--- config.mk ---
export PLATFORM = sky130hd
export DESIGN_NAME = clock_field_editor
export DESIGN_NICKNAME = d
export VERILOG_FILES = /design/src/hdl/cfe_pkg.sv /design/src/hdl/cfe_ctrl.sv /design/src/hdl/cfe_dp.sv /design/src/hdl/clock_field_editor.sv
export SDC_FILE = /design/constraint.sdc
export NUM_CORES = 1
export LEC_CHECK = 0
export BUFFER_PORTS_ARGS = -buffer_cell sky130_fd_sc_hd__buf_4
export CAP_MARGIN = 10
export CORE_ASPECT_RATIO = 0.7
export CORE_MARGIN = 2
export CORE_UTILIZATION = 65
export DETAILED_ROUTE_END_ITERATION = 16
export PLACE_DENSITY = 0.83
export SLEW_MARGIN = 20
export SYNTH_ARGS = -nofsm -noshare
export SYNTH_HDL_FRONTEND = slang
export SYNTH_SLANG_ARGS = --single-unit
--- constraint.sdc ---
create_clock -name clk -period 9.4 [get_ports clk]
set_clock_uncertainty 0.1 [all_clocks]
set_input_delay 0.94 -clock clk [delete_from_list [all_inputs] [get_ports clk]]
set_output_delay 0.94 -clock clk [all_outputs]
set_load 0.05 [all_outputs]
--- src/hdl/cfe_pkg.sv ---
// ----------------------------------------------------------------------------
// cfe_pkg
// Shared constants, codes, controller/datapath command types and helper
// functions for the clock field editor.
// ----------------------------------------------------------------------------
package cfe_pkg;

  localparam int NFIELDS = 7;

  localparam logic [2:0] F_SEC   = 3'd0;
  localparam logic [2:0] F_MIN   = 3'd1;
  localparam logic [2:0] F_HOUR  = 3'd2;
  localparam logic [2:0] F_WDAY  = 3'd3;
  localparam logic [2:0] F_DATE  = 3'd4;
  localparam logic [2:0] F_MONTH = 3'd5;
  localparam logic [2:0] F_YEAR  = 3'd6;
  localparam logic [2:0] NO_EDIT = 3'd7;

  localparam logic [1:0] OP_LOAD   = 2'd0;
  localparam logic [1:0] OP_NEXT   = 2'd1;
  localparam logic [1:0] OP_CHANGE = 2'd2;

  localparam logic [7:0] FEB_DAYS      = 8'd28;
  localparam logic [7:0] FEB_LEAP_DAYS = 8'd29;
  localparam logic [7:0] MONTH_OR      = 8'd30;
  localparam logic [7:0] FEB           = 8'd2;
  localparam logic [7:0] JUL           = 8'd7;
  localparam logic [7:0] YEAR_BASE     = 8'd12;
  localparam logic [7:0] MONTH_SHIFT   = 8'd12;
  localparam logic [11:0] RECIP_3      = 12'd2731;
  localparam logic [13:0] RECIP_7      = 14'd9363;
  localparam logic [7:0] RECIP_10      = 8'd205;
  localparam logic [2:0] WDAY_ZERO     = 3'd7;

  typedef logic [7:0] fld_t;

  typedef enum logic [2:0] {
    S_IDLE,
    S_EXEC,
    S_WD1,
    S_WD2,
    S_WD3,
    S_WD4,
    S_WD5,
    S_EMIT
  } state_t;

  typedef struct packed {
    logic capture;
    logic exec;
    logic wd1;
    logic wd2;
    logic wd3;
    logic wd4;
    logic wd5;
    logic out_first;
    logic out_next;
  } cmd_t;

  typedef struct packed {
    logic out_last;
  } sts_t;

  function automatic fld_t lim_lo(input logic [2:0] f);
    fld_t r;
    unique case (f)
      F_SEC, F_MIN, F_HOUR: r = 8'd0;
      default:              r = 8'd1;
    endcase
    return r;
  endfunction

  function automatic fld_t lim_hi(input logic [2:0] f);
    fld_t r;
    unique case (f)
      F_SEC, F_MIN: r = 8'd59;
      F_HOUR:       r = 8'd23;
      F_WDAY:       r = 8'd7;
      F_DATE:       r = 8'd31;
      F_MONTH:      r = 8'd12;
      F_YEAR:       r = 8'd99;
      default:      r = 8'd0;
    endcase
    return r;
  endfunction

  function automatic fld_t to_bcd(input fld_t n);
    logic [15:0] p;
    logic [4:0]  tens;
    logic [7:0]  tens10;
    logic [7:0]  ones;
    p      = n * RECIP_10;
    tens   = p[15:11];
    tens10 = {2'b0, tens, 1'b0} + {tens, 3'b0};
    ones   = n - tens10;
    return {tens[3:0], 4'b0} + {4'b0, ones[3:0]};
  endfunction

endpackage

--- src/hdl/cfe_ctrl.sv ---
// ----------------------------------------------------------------------------
// cfe_ctrl
// Sequencer: takes one item, runs the update and weekday steps, then
// hands out the result bytes one per handshake.
// ----------------------------------------------------------------------------
module cfe_ctrl (
  input  logic          clk,
  input  logic          rst_n,
  input  logic          in_valid,
  output logic          in_stall,
  output logic          out_valid,
  input  logic          out_stall,
  output cfe_pkg::cmd_t cmd,
  input  cfe_pkg::sts_t sts
);
  import cfe_pkg::*;

  state_t state_r, state_nxt;

  always_ff @(posedge clk) begin
    if (!rst_n) begin
      state_r <= S_IDLE;
    end else begin
      state_r <= state_nxt;
    end
  end

  always_comb begin
    state_nxt = state_r;
    cmd       = '0;
    in_stall  = 1'b1;
    out_valid = 1'b0;
    unique case (state_r)
      S_IDLE: begin
        in_stall = 1'b0;
        if (in_valid) begin
          cmd.capture = 1'b1;
          state_nxt   = S_EXEC;
        end
      end
      S_EXEC: begin
        cmd.exec  = 1'b1;
        state_nxt = S_WD1;
      end
      S_WD1: begin
        cmd.wd1   = 1'b1;
        state_nxt = S_WD2;
      end
      S_WD2: begin
        cmd.wd2   = 1'b1;
        state_nxt = S_WD3;
      end
      S_WD3: begin
        cmd.wd3   = 1'b1;
        state_nxt = S_WD4;
      end
      S_WD4: begin
        cmd.wd4   = 1'b1;
        state_nxt = S_WD5;
      end
      S_WD5: begin
        cmd.wd5       = 1'b1;
        cmd.out_first = 1'b1;
        state_nxt     = S_EMIT;
      end
      S_EMIT: begin
        out_valid = 1'b1;
        if (!out_stall) begin
          if (sts.out_last) begin
            state_nxt = S_IDLE;
          end else begin
            cmd.out_next = 1'b1;
          end
        end
      end
      default: state_nxt = S_IDLE;
    endcase
  end

endmodule

--- src/hdl/cfe_dp.sv ---
// ----------------------------------------------------------------------------
// cfe_dp
// Datapath: clock fields, edit cursor, wrap logic, weekday pipeline and
// the output byte register.
// ----------------------------------------------------------------------------
module cfe_dp (
  input  logic              clk,
  input  logic              rst_n,
  input  cfe_pkg::cmd_t     cmd,
  output cfe_pkg::sts_t     sts,
  input  logic [1:0]        in_op,
  input  logic [2:0]        in_field_index,
  input  logic [7:0]        in_bcd_byte,
  input  logic signed [5:0] in_step,
  output logic [7:0]        out_bus_byte,
  output logic              out_is_write,
  output logic              out_last,
  output logic [2:0]        out_edit_field,
  output logic [2:0]        out_weekday
);
  import cfe_pkg::*;

  fld_t              fld_r [NFIELDS];
  logic [2:0]        cur_r;
  logic [1:0]        op_r;
  logic [2:0]        fi_r;
  logic [7:0]        bcd_r;
  logic signed [5:0] step_r;
  logic              run_r;
  logic [2:0]        idx_r;

  logic [10:0] t_r;
  logic [10:0] s1_r;
  logic [9:0]  q3_r;
  logic        neg_r;
  logic [10:0] u_r;
  logic [7:0]  q7_r;
  logic [2:0]  wd_r;

  logic [7:0] byte_r;
  logic       wr_r;
  logic       last_r;

  logic [2:0]  rd_idx;
  fld_t        rd_val;
  fld_t        bin;
  fld_t        mon;
  fld_t        mon_adj;
  fld_t        mdays;
  fld_t        hi;
  fld_t        lo;
  fld_t        sum8;
  fld_t        v1;
  fld_t        v2;
  logic [2:0]  cur_nxt;
  logic        run;

  logic        a;
  fld_t        y8;
  fld_t        m8;
  logic [12:0] m31;
  logic [10:0] s1;
  logic [22:0] p3;
  logic [11:0] s;
  logic [11:0] s_abs;
  logic [24:0] p7;
  logic [10:0] q7x;
  logic [2:0]  rem;

  assign rd_idx = cmd.exec ? cur_r : idx_r;
  assign rd_val = fld_r[rd_idx];
  assign bin    = {1'b0, bcd_r[7:4], 3'b0} + {3'b0, bcd_r[7:4], 1'b0} + {4'b0, bcd_r[3:0]};
  assign run    = (op_r == OP_CHANGE) && (cur_r != NO_EDIT);

  // days in month for the date limit
  always_comb begin
    mon     = fld_r[F_MONTH];
    mon_adj = (mon > JUL) ? mon + 8'd1 : mon;
    if (mon == FEB) begin
      mdays = (fld_r[F_YEAR][1:0] != 2'b00) ? FEB_DAYS : FEB_LEAP_DAYS;
    end else begin
      mdays = mon_adj | MONTH_OR;
    end
  end

  // wrap the edited field
  always_comb begin
    hi   = (cur_r == F_DATE) ? mdays : lim_hi(cur_r);
    lo   = lim_lo(cur_r);
    sum8 = rd_val + {{2{step_r[5]}}, step_r};
    v1   = ($signed(sum8) > $signed(hi)) ? lo : sum8;
    v2   = ($signed(v1) < $signed(lo)) ? hi : v1;
  end

  always_comb begin
    case (cur_r) inside
      F_HOUR, F_MIN:   cur_nxt = cur_r - 3'd1;
      F_SEC:           cur_nxt = F_DATE;
      F_DATE, F_MONTH: cur_nxt = cur_r + 3'd1;
      default:         cur_nxt = F_HOUR;
    endcase
  end

  // weekday arithmetic
  always_comb begin
    a     = !($signed(fld_r[F_MONTH]) > $signed(FEB));
    y8    = YEAR_BASE + fld_r[F_YEAR] - {7'b0, a};
    m8    = fld_r[F_MONTH] + (a ? MONTH_SHIFT : 8'd0) - FEB;
    m31   = {m8, 5'b0} - {5'b0, m8};
    s1    = {{3{fld_r[F_DATE][7]}}, fld_r[F_DATE]} + {3'b0, y8} + {5'b0, y8[7:2]};
    p3    = t_r * RECIP_3;
    s     = {s1_r[10], s1_r} + {2'b0, q3_r};
    s_abs = 12'd0 - s;
    p7    = u_r * RECIP_7;
    q7x   = {q7_r, 3'b0} - {3'b0, q7_r};
    rem   = u_r[2:0] - q7x[2:0];
  end

  always_ff @(posedge clk) begin
    if (!rst_n) begin
      for (int i = 0; i < NFIELDS; i++) begin
        fld_r[i] <= '0;
      end
      cur_r <= NO_EDIT;
    end else if (cmd.exec) begin
      unique case (op_r)
        OP_LOAD: begin
          if (fi_r != NO_EDIT) begin
            fld_r[fi_r] <= bin;
          end
        end
        OP_NEXT: cur_r <= cur_nxt;
        OP_CHANGE: begin
          if (cur_r != NO_EDIT) begin
            fld_r[cur_r] <= v2;
          end
        end
        default: ;
      endcase
    end
  end

  always_ff @(posedge clk) begin
    if (cmd.capture) begin
      op_r   <= in_op;
      fi_r   <= in_field_index;
      bcd_r  <= in_bcd_byte;
      step_r <= in_step;
    end
    if (cmd.exec) begin
      run_r <= run;
    end
    if (cmd.wd1) begin
      t_r  <= m31[12:2];
      s1_r <= s1;
    end
    if (cmd.wd2) begin
      q3_r <= p3[22:13];
    end
    if (cmd.wd3) begin
      neg_r <= s[11];
      u_r   <= s[11] ? s_abs[10:0] : s[10:0];
    end
    if (cmd.wd4) begin
      q7_r <= p7[23:16];
    end
    if (cmd.wd5) begin
      if (rem == 3'd0) begin
        wd_r <= WDAY_ZERO;
      end else begin
        wd_r <= neg_r ? 3'd0 - rem : rem;
      end
    end
    if (cmd.out_first) begin
      idx_r <= cur_r;
      if (run_r) begin
        byte_r <= {5'b0, cur_r};
        wr_r   <= 1'b1;
        last_r <= 1'b0;
      end else begin
        byte_r <= '0;
        wr_r   <= 1'b0;
        last_r <= 1'b1;
      end
    end else if (cmd.out_next) begin
      if (idx_r == F_SEC) begin
        byte_r <= '0;
        last_r <= 1'b1;
      end else begin
        byte_r <= to_bcd(rd_val);
        last_r <= (idx_r == F_YEAR);
        idx_r  <= idx_r + 3'd1;
      end
    end
  end

  assign sts.out_last   = last_r;
  assign out_bus_byte   = byte_r;
  assign out_is_write   = wr_r;
  assign out_last       = last_r;
  assign out_edit_field = cur_r;
  assign out_weekday    = wd_r;

endmodule

--- src/hdl/clock_field_editor.sv ---
// ----------------------------------------------------------------------------
// clock_field_editor
// Clock fields from seconds to year with an edit cursor; load, cursor advance and
// wrapping field change, with the BCD write run for the clock chip.
// ----------------------------------------------------------------------------
// usage
//   input channel: in_valid / in_stall with in_op, in_field_index,
//   in_bcd_byte, in_step. one item is taken only while the block is idle.
//   result channel: out_valid / out_stall with out_bus_byte, out_is_write,
//   out_last, out_edit_field, out_weekday. a change while editing gives
//   the start index and the BCD fields up to the year (or one zero byte
//   when seconds are edited); every other item gives one status byte.
//   out_last marks the final byte of an item.
//   the first result follows the field update and the weekday pipeline
//   (two reciprocal multiplies for the divides by 12 and by 7).
//   each item gives 1..7 result bytes, one byte per cycle from the
//   output register while out_stall is low; the next item is taken only
//   after the last byte of an item is out.
//   reset: fields clear to zero, cursor goes to not editing, no result.
//   while out_stall is high the current byte holds and the block waits.
// ----------------------------------------------------------------------------
module clock_field_editor (
  input  logic              clk,
  input  logic              rst_n,
  input  logic              in_valid,
  output logic              in_stall,
  input  logic [1:0]        in_op,
  input  logic [2:0]        in_field_index,
  input  logic [7:0]        in_bcd_byte,
  input  logic signed [5:0] in_step,
  output logic              out_valid,
  input  logic              out_stall,
  output logic [7:0]        out_bus_byte,
  output logic              out_is_write,
  output logic              out_last,
  output logic [2:0]        out_edit_field,
  output logic [2:0]        out_weekday
);
  import cfe_pkg::*;

  cmd_t cmd;
  sts_t sts;

  cfe_ctrl u_ctrl (
    .clk       (clk),
    .rst_n     (rst_n),
    .in_valid  (in_valid),
    .in_stall  (in_stall),
    .out_valid (out_valid),
    .out_stall (out_stall),
    .cmd       (cmd),
    .sts       (sts)
  );

  cfe_dp u_dp (
    .clk            (clk),
    .rst_n          (rst_n),
    .cmd            (cmd),
    .sts            (sts),
    .in_op          (in_op),
    .in_field_index (in_field_index),
    .in_bcd_byte    (in_bcd_byte),
    .in_step        (in_step),
    .out_bus_byte   (out_bus_byte),
    .out_is_write   (out_is_write),
    .out_last       (out_last),
    .out_edit_field (out_edit_field),
    .out_weekday    (out_weekday)
  );

endmodule

==> results of run 1 <==
==> final timing paths <==
kind                                        start              endpoint  slack [ps]
worst max register to register  u_ctrl.state_r[1]  u_dp.out_bus_byte[3]        1950
worst max-delay path            u_ctrl.state_r[1]  u_dp.out_bus_byte[3]        1950
worst min-delay path                   u_dp.run_r     u_dp.out_is_write         400
worst min register to register         u_dp.run_r     u_dp.out_is_write         400
==> state kept, by name, indices dropped and copies added (netlist names) <==
register / cells
u_dp.run_r: 1
u_dp.op_r: 2
u_dp.q3_r: 10
u_dp.out_edit_field: 3
u_ctrl.state_r: 3
u_dp.q7_r: 3
u_dp.out_weekday: 3
u_dp.neg_r: 1
u_dp.bcd_r: 8
u_dp.s1_r: 11
u_dp.idx_r: 3
u_dp.u_r: 11
u_dp.out_bus_byte: 8
u_dp.out_last: 1
u_dp.fi_r: 3
u_dp.out_is_write: 1
u_dp.t_r: 11
u_dp.fld_r: 64
u_dp.step_r: 6
==> through the flow <==
stage / utilization / worst slack, ps / cells
after floorplan: - / 2820 / 1367
after global placement: 0.697 / 2110 / 1666
after detailed placement: 0.697 / 1550 / 1666
after CTS: 0.726 / 1510 / 1698
after global routing: 0.727 / 1460 / 1698
final: 0.727 / 1950 / 1698
==> cell type report <==
| class | instances | area, um2 |
|---|---|---|
| clock buffers | 21 | 440 |
| multi-input cells | 980 | 8690 |
| inverters | 215 | 807 |
| clock inverters | 11 | 169 |
| well taps | 276 | 345 |
| fillers | 1437 | 5700 |
| flip-flops and latches | 153 | 4450 |
| repair buffers | 42 | 315 |
==> cells in the mapped netlist, types with 16 or more instances <==
cell type / n / area [um2]
nor3_1: 16 / 80.1
xnor2_1: 56 / 490
nand3_1: 19 / 95.1
o211ai_1: 18 / 135
a21oi_1: 60 / 300
nor2_1: 108 / 405
nand2_1: 81 / 304
o21ai_0: 53 / 265
fa_1: 71 / 1420
xor2_1: 32 / 280
inv_1: 215 / 807
edfxtp_1: 139 / 4170
a21o_1: 23 / 173
ha_1: 256 / 3200
==> kinds of logic (layout without fill, tap and decap cells) <==
| family | Yosys count | in the layout | synth area share |
|---|---|---|---|
| muxes | 22 | 22 | 0.0199 |
| and+or+nand+nor | 305 | 305 | 0.102 |
| adders and majority gates | 327 | 327 | 0.330 |
| xor gates and xnor gates | 88 | 88 | 0.0551 |
| buffers and inverters | 234 | 289 | 0.0636 |
| AOI/OAI and AO/OA | 238 | 238 | 0.111 |
| DFF | 153 | 153 | 0.318 |
==> layer usage <==
layer	part of all wire	global-route usage	vias up	wire length, um
met5	0	0	-	0
met4	0.018	0.0792	0	560
met3	0.10	0.0845	74	3130
met2	0.44	0.430	452	13500
met1	0.44	0.397	4876	13700
li1	-	-	4821	-
==> results.ini, run 1 <==
[global_route]
grt_start_max_net_pins=30
grt_overflow=0
grt_pass1_vias=10100
antenna_found_initial=0
gr-usage-all-layers=0.284
grt_pass1_wl_um=50200

[sta]
fmax_ghz=0.134
worst_pin_slew_ps=1360
grt_setup_unrepaired=false
period_needed_ps=7450
hold_viol_final=0
maxSlewViolCount=0
setup_viol=0
period_share=0.793
hold_ws_ps=400
max_slew_margin=0.0853
tns_ps=0

[floorplanning]
initial_core_util=0.669
die-area_mm2=0.0227
dieWidth_um=179
ios=41
die_h_um=127
fp-row-count=44
core_area_mm2=0.0209

[setup_path]
cp_max_fo=23
worstSetupEndpointType=register
cp.required_ps=9470
cp_slowest_cell=o21ai_0
worstSetupStartpointType=register
worstSetupPathType=register to register
timing.critical_path.mode_cell=inv_1
crit_family=adder cells
cp_num_buf_inv=5
rr_worst_depth=27
cp_slowest_stage_delay_ps=770
crit_arrival_ps=7520
critical_path_cell_count=27

[yosys]
synth_nets=1717
avgSynthCellArea_um2=10.2
synthDistinctLibCells=66
synthesis.area_mm2=0.0140
postSynthRegisterBits=153
synth_ff_type=edfxtp_1
ys_seq_area_frac=0.318
synth_edf_count=139
yosys_warnings=0
async_flop_share=0
synth_cells=1367

[clocking]
cts_tree=built
cts_buffer_depth=2
cts_resized=0
cts-htree-levels=4
post_cts_buffers=0
clock-sinks=153
path_clk_slew_ps=70
holdBufCountCts=0
numCtsBuffers=17
clk_latency_ps=430
clockRootBuffer=clkbuf_16

[placed_design]
place_area_mm2=0.0146
dp_hpwl_um=24300
portBuffers=40
gp_routability_congestion=0.945

[finish]
area_growth_pct=8.72
fin_area_mm2=0.0152
drive_above_1_share=0.0682
nets=1759
layout_commonest_cell=ha_1
mostFrequentLayoutCells=ha_1 (256), inv_1 (215), edfxtp_1 (139), nor2_1 (106), nand2_1 (81)
num_antenna_cells=0

[route]
drt_iter0_markers=1060
dr.pass1.iters=7
postRouteAntennaNets=0
wl_um=30900
post_drt_wl_per_cell_um=18.2
drcViolationCount=0
vias=10200
viasPerCell=6.02

[hold_path]
holdCritPathClass=register to register
whs_path_depth=0

[run]
drv_cap=0

[status]
outcome=completed

Power of run 1 is left out: the tool's default activity adds up to more than one toggle a clock period on the data nets, which glitch-free logic cannot reach.
==> run 2: changes to the inputs <==
- ABC_AREA: unset -> 1
- clock period: 9.4 -> 7.1 ns (I/O delays scaled with it)
==> results.ini, run 2 <==
[status]
outcome=completed  ; unchanged

[global_route]
gr-usage-all-layers=0.304  ; was 0.284
grt_overflow=0  ; unchanged
grt_pass1_vias=11000  ; was 10,100
grt_pass1_wl_um=55800  ; was 50,200 um
grt_start_max_net_pins=35  ; was 30
antenna_found_initial=1  ; was 0

[clocking]
clock-sinks=153  ; unchanged
cts_tree=built  ; unchanged
cts-htree-levels=4  ; unchanged
clockRootBuffer=clkbuf_16  ; unchanged
cts_resized=0  ; unchanged
post_cts_buffers=0  ; unchanged
holdBufCountCts=0  ; unchanged
numCtsBuffers=17  ; unchanged
cts_buffer_depth=2  ; unchanged
clk_latency_ps=440  ; was 430 ps
path_clk_slew_ps=70  ; about the same

[placed_design]
place_area_mm2=0.0152  ; was 0.0146 mm2
dp.cells=1893  ; was 1,666
gp_routability_congestion=0.975  ; was 0.945
portBuffers=40  ; unchanged
dp_hpwl_um=27300  ; was 24,300 um

[setup_path]
worstSetupPathType=register to register  ; unchanged
worstSetupStartpointType=register  ; unchanged
timing.critical_path.mode_cell=inv_1  ; unchanged
cp_slowest_stage_delay_ps=660  ; was 770 ps
rrSetupSlack_ps=470  ; was 1950 ps
worstSetupEndpointType=register  ; unchanged
cp_slowest_cell=o21ai_1  ; was o21ai_0
crit_arrival_ps=6720  ; was 7520 ps
cp_max_fo=11  ; was 23
cp.required_ps=7180  ; was 9470 ps

[yosys]
synthDistinctLibCells=58  ; was 66
synth.most_common_cell=inv_1  ; was ha_1
synth_top_area_share=0.287  ; was 0.298
synth_cells=1582  ; was 1,367
async_flop_share=0  ; unchanged
postSynthRegisterBits=153  ; unchanged
avgSynthCellArea_um2=9.21  ; was 10.2 um2
synth_nets=1932  ; was 1,717
synth_edf_count=139  ; unchanged
yosys_warnings=0  ; unchanged
synth_ff_type=edfxtp_1  ; unchanged
yosys.area.top_type=edfxtp_1  ; unchanged
synth_area_leaders=edfxtp_1 (29%), ha_1 (22%), fa_1 (9.8%)  ; was edfxtp_1 (30%), ha_1 (23%), fa_1 (10%)
synthesis.area_mm2=0.0146  ; was 0.0140 mm2
synth_commonest_cells=inv_1 (280), ha_1 (256), nand2_1 (235), edfxtp_1 (139), a21oi_1 (131)  ; was ha_1 (256), inv_1 (215), edfxtp_1 (139), nor2_1 (108), nand2_1 (81)
ys_seq_area_frac=0.306  ; was 0.318

[floorplanning]
core_area_mm2=0.0218  ; was 0.0209 mm2
die-area_mm2=0.0236  ; was 0.0227 mm2
die_h_um=129  ; was 127 um
initial_core_util=0.667  ; was 0.669
ios=41  ; unchanged
fp-row-count=45  ; was 44
dieWidth_um=183  ; was 179 um

[route]
drt_iter0_markers=1024  ; was 1,060
viasPerCell=5.84  ; was 6.02
vias=11200  ; was 10,200
post_drt_wl_per_cell_um=17.8  ; was 18.2 um
wl_um=34300  ; was 30,900 um
drcViolationCount=0  ; unchanged
dr.pass1.iters=7  ; unchanged
postRouteAntennaNets=0  ; unchanged

[sta]
tns_ps=0  ; unchanged
setup_viol=0  ; unchanged
period_needed_ps=6630  ; was 7450 ps
maxSlewViolCount=0  ; unchanged
period_share=0.934  ; was 0.793
worst_pin_slew_ps=1010  ; was 1360 ps
hold_viol_final=0  ; unchanged
max_slew_margin=0.327  ; was 0.0853
hold_ws_ps=342  ; was 400 ps
grt_setup_unrepaired=false  ; unchanged
fmax_ghz=0.151  ; was 0.134 GHz

[finish]
largest_reg_flops=64  ; unchanged
regMostFlops=u_dp.fld_r  ; unchanged
final_cells=1925  ; was 1,698
nFillCells=1562  ; was 1,437
area_growth_pct=8.32  ; was 8.72%
layout_commonest_cell=inv_1  ; was ha_1
fin_area_mm2=0.0158  ; was 0.0152 mm2
mostFrequentLayoutCells=inv_1 (280), ha_1 (256), nand2_1 (235), edfxtp_1 (139), a21oi_1 (131)  ; was ha_1 (256), inv_1 (215), edfxtp_1 (139), nor2_1 (106), nand2_1 (81)
drive_above_1_share=0.0876  ; was 0.0682
num_antenna_cells=0  ; unchanged
nets=1980  ; was 1,759

[run]
drv_cap=0  ; unchanged

[hold_path]
holdCritPathClass=input port to register  ; was register to register

[run 2: final timing paths]
path	start	endpoint	depth (start not counted)
worst max-delay path	u_ctrl.state_r[1]	u_dp.out_bus_byte[3]	30
worst min-delay path	in_step[5]	u_dp.step_r[5]	1
worst max register to register	u_ctrl.state_r[1]	u_dp.out_bus_byte[3]	30
worst min register to register	u_dp.run_r	u_dp.out_is_write	0
[run 2: worst max-delay path: cells and delay by family, from the launching register on]
kind / cells / cell delay (ps)
compound gates: 5 / 1630
xor+xnor: 2 / 330
fa+ha+maj: 7 / 2690
buf+inv: 7 / 540
flops: 1 / 330
simple gates: 9 / 760
[run 2: stage by stage]
step                      setup slack [ps]   util
after CTS                              543  0.722
after floorplan                       1060      -
final                                  469  0.722
after global routing                  36.5  0.722
after global placement                 869  0.694
after detailed placement               559  0.694
[run 2: cell families after synthesis]
group / share of synthesized area
buf+inv: 0.0819
fa+ha+maj: 0.317
compound gates: 0.0914
flops: 0.306
xor+xnor: 0.0486
simple gates: 0.155
[run 2: per-layer routing]
layer / vias up / global-route usage / share of wire
li1: 5407 / - / -
met1: 5276 / 0.422 / 0.45
met2: 508 / 0.471 / 0.44
met3: 51 / 0.0967 / 0.10
met4: 0 / 0.0692 / 0.013
met5: - / 0 / 0
[run 2: cell type report]
type | count | area (um2) | area share
clock inverters | 14 | 195 | 0.0124
inverters | 293 | 1100 | 0.0700
well taps | 282 | 353 | 0.0224
multi-input cells | 1123 | 8930 | 0.566
repair buffers | 42 | 315 | 0.0200
flip-flops and latches | 153 | 4450 | 0.282
clock buffers | 18 | 429 | 0.0272
Power of run 2 is left out for the same reason.
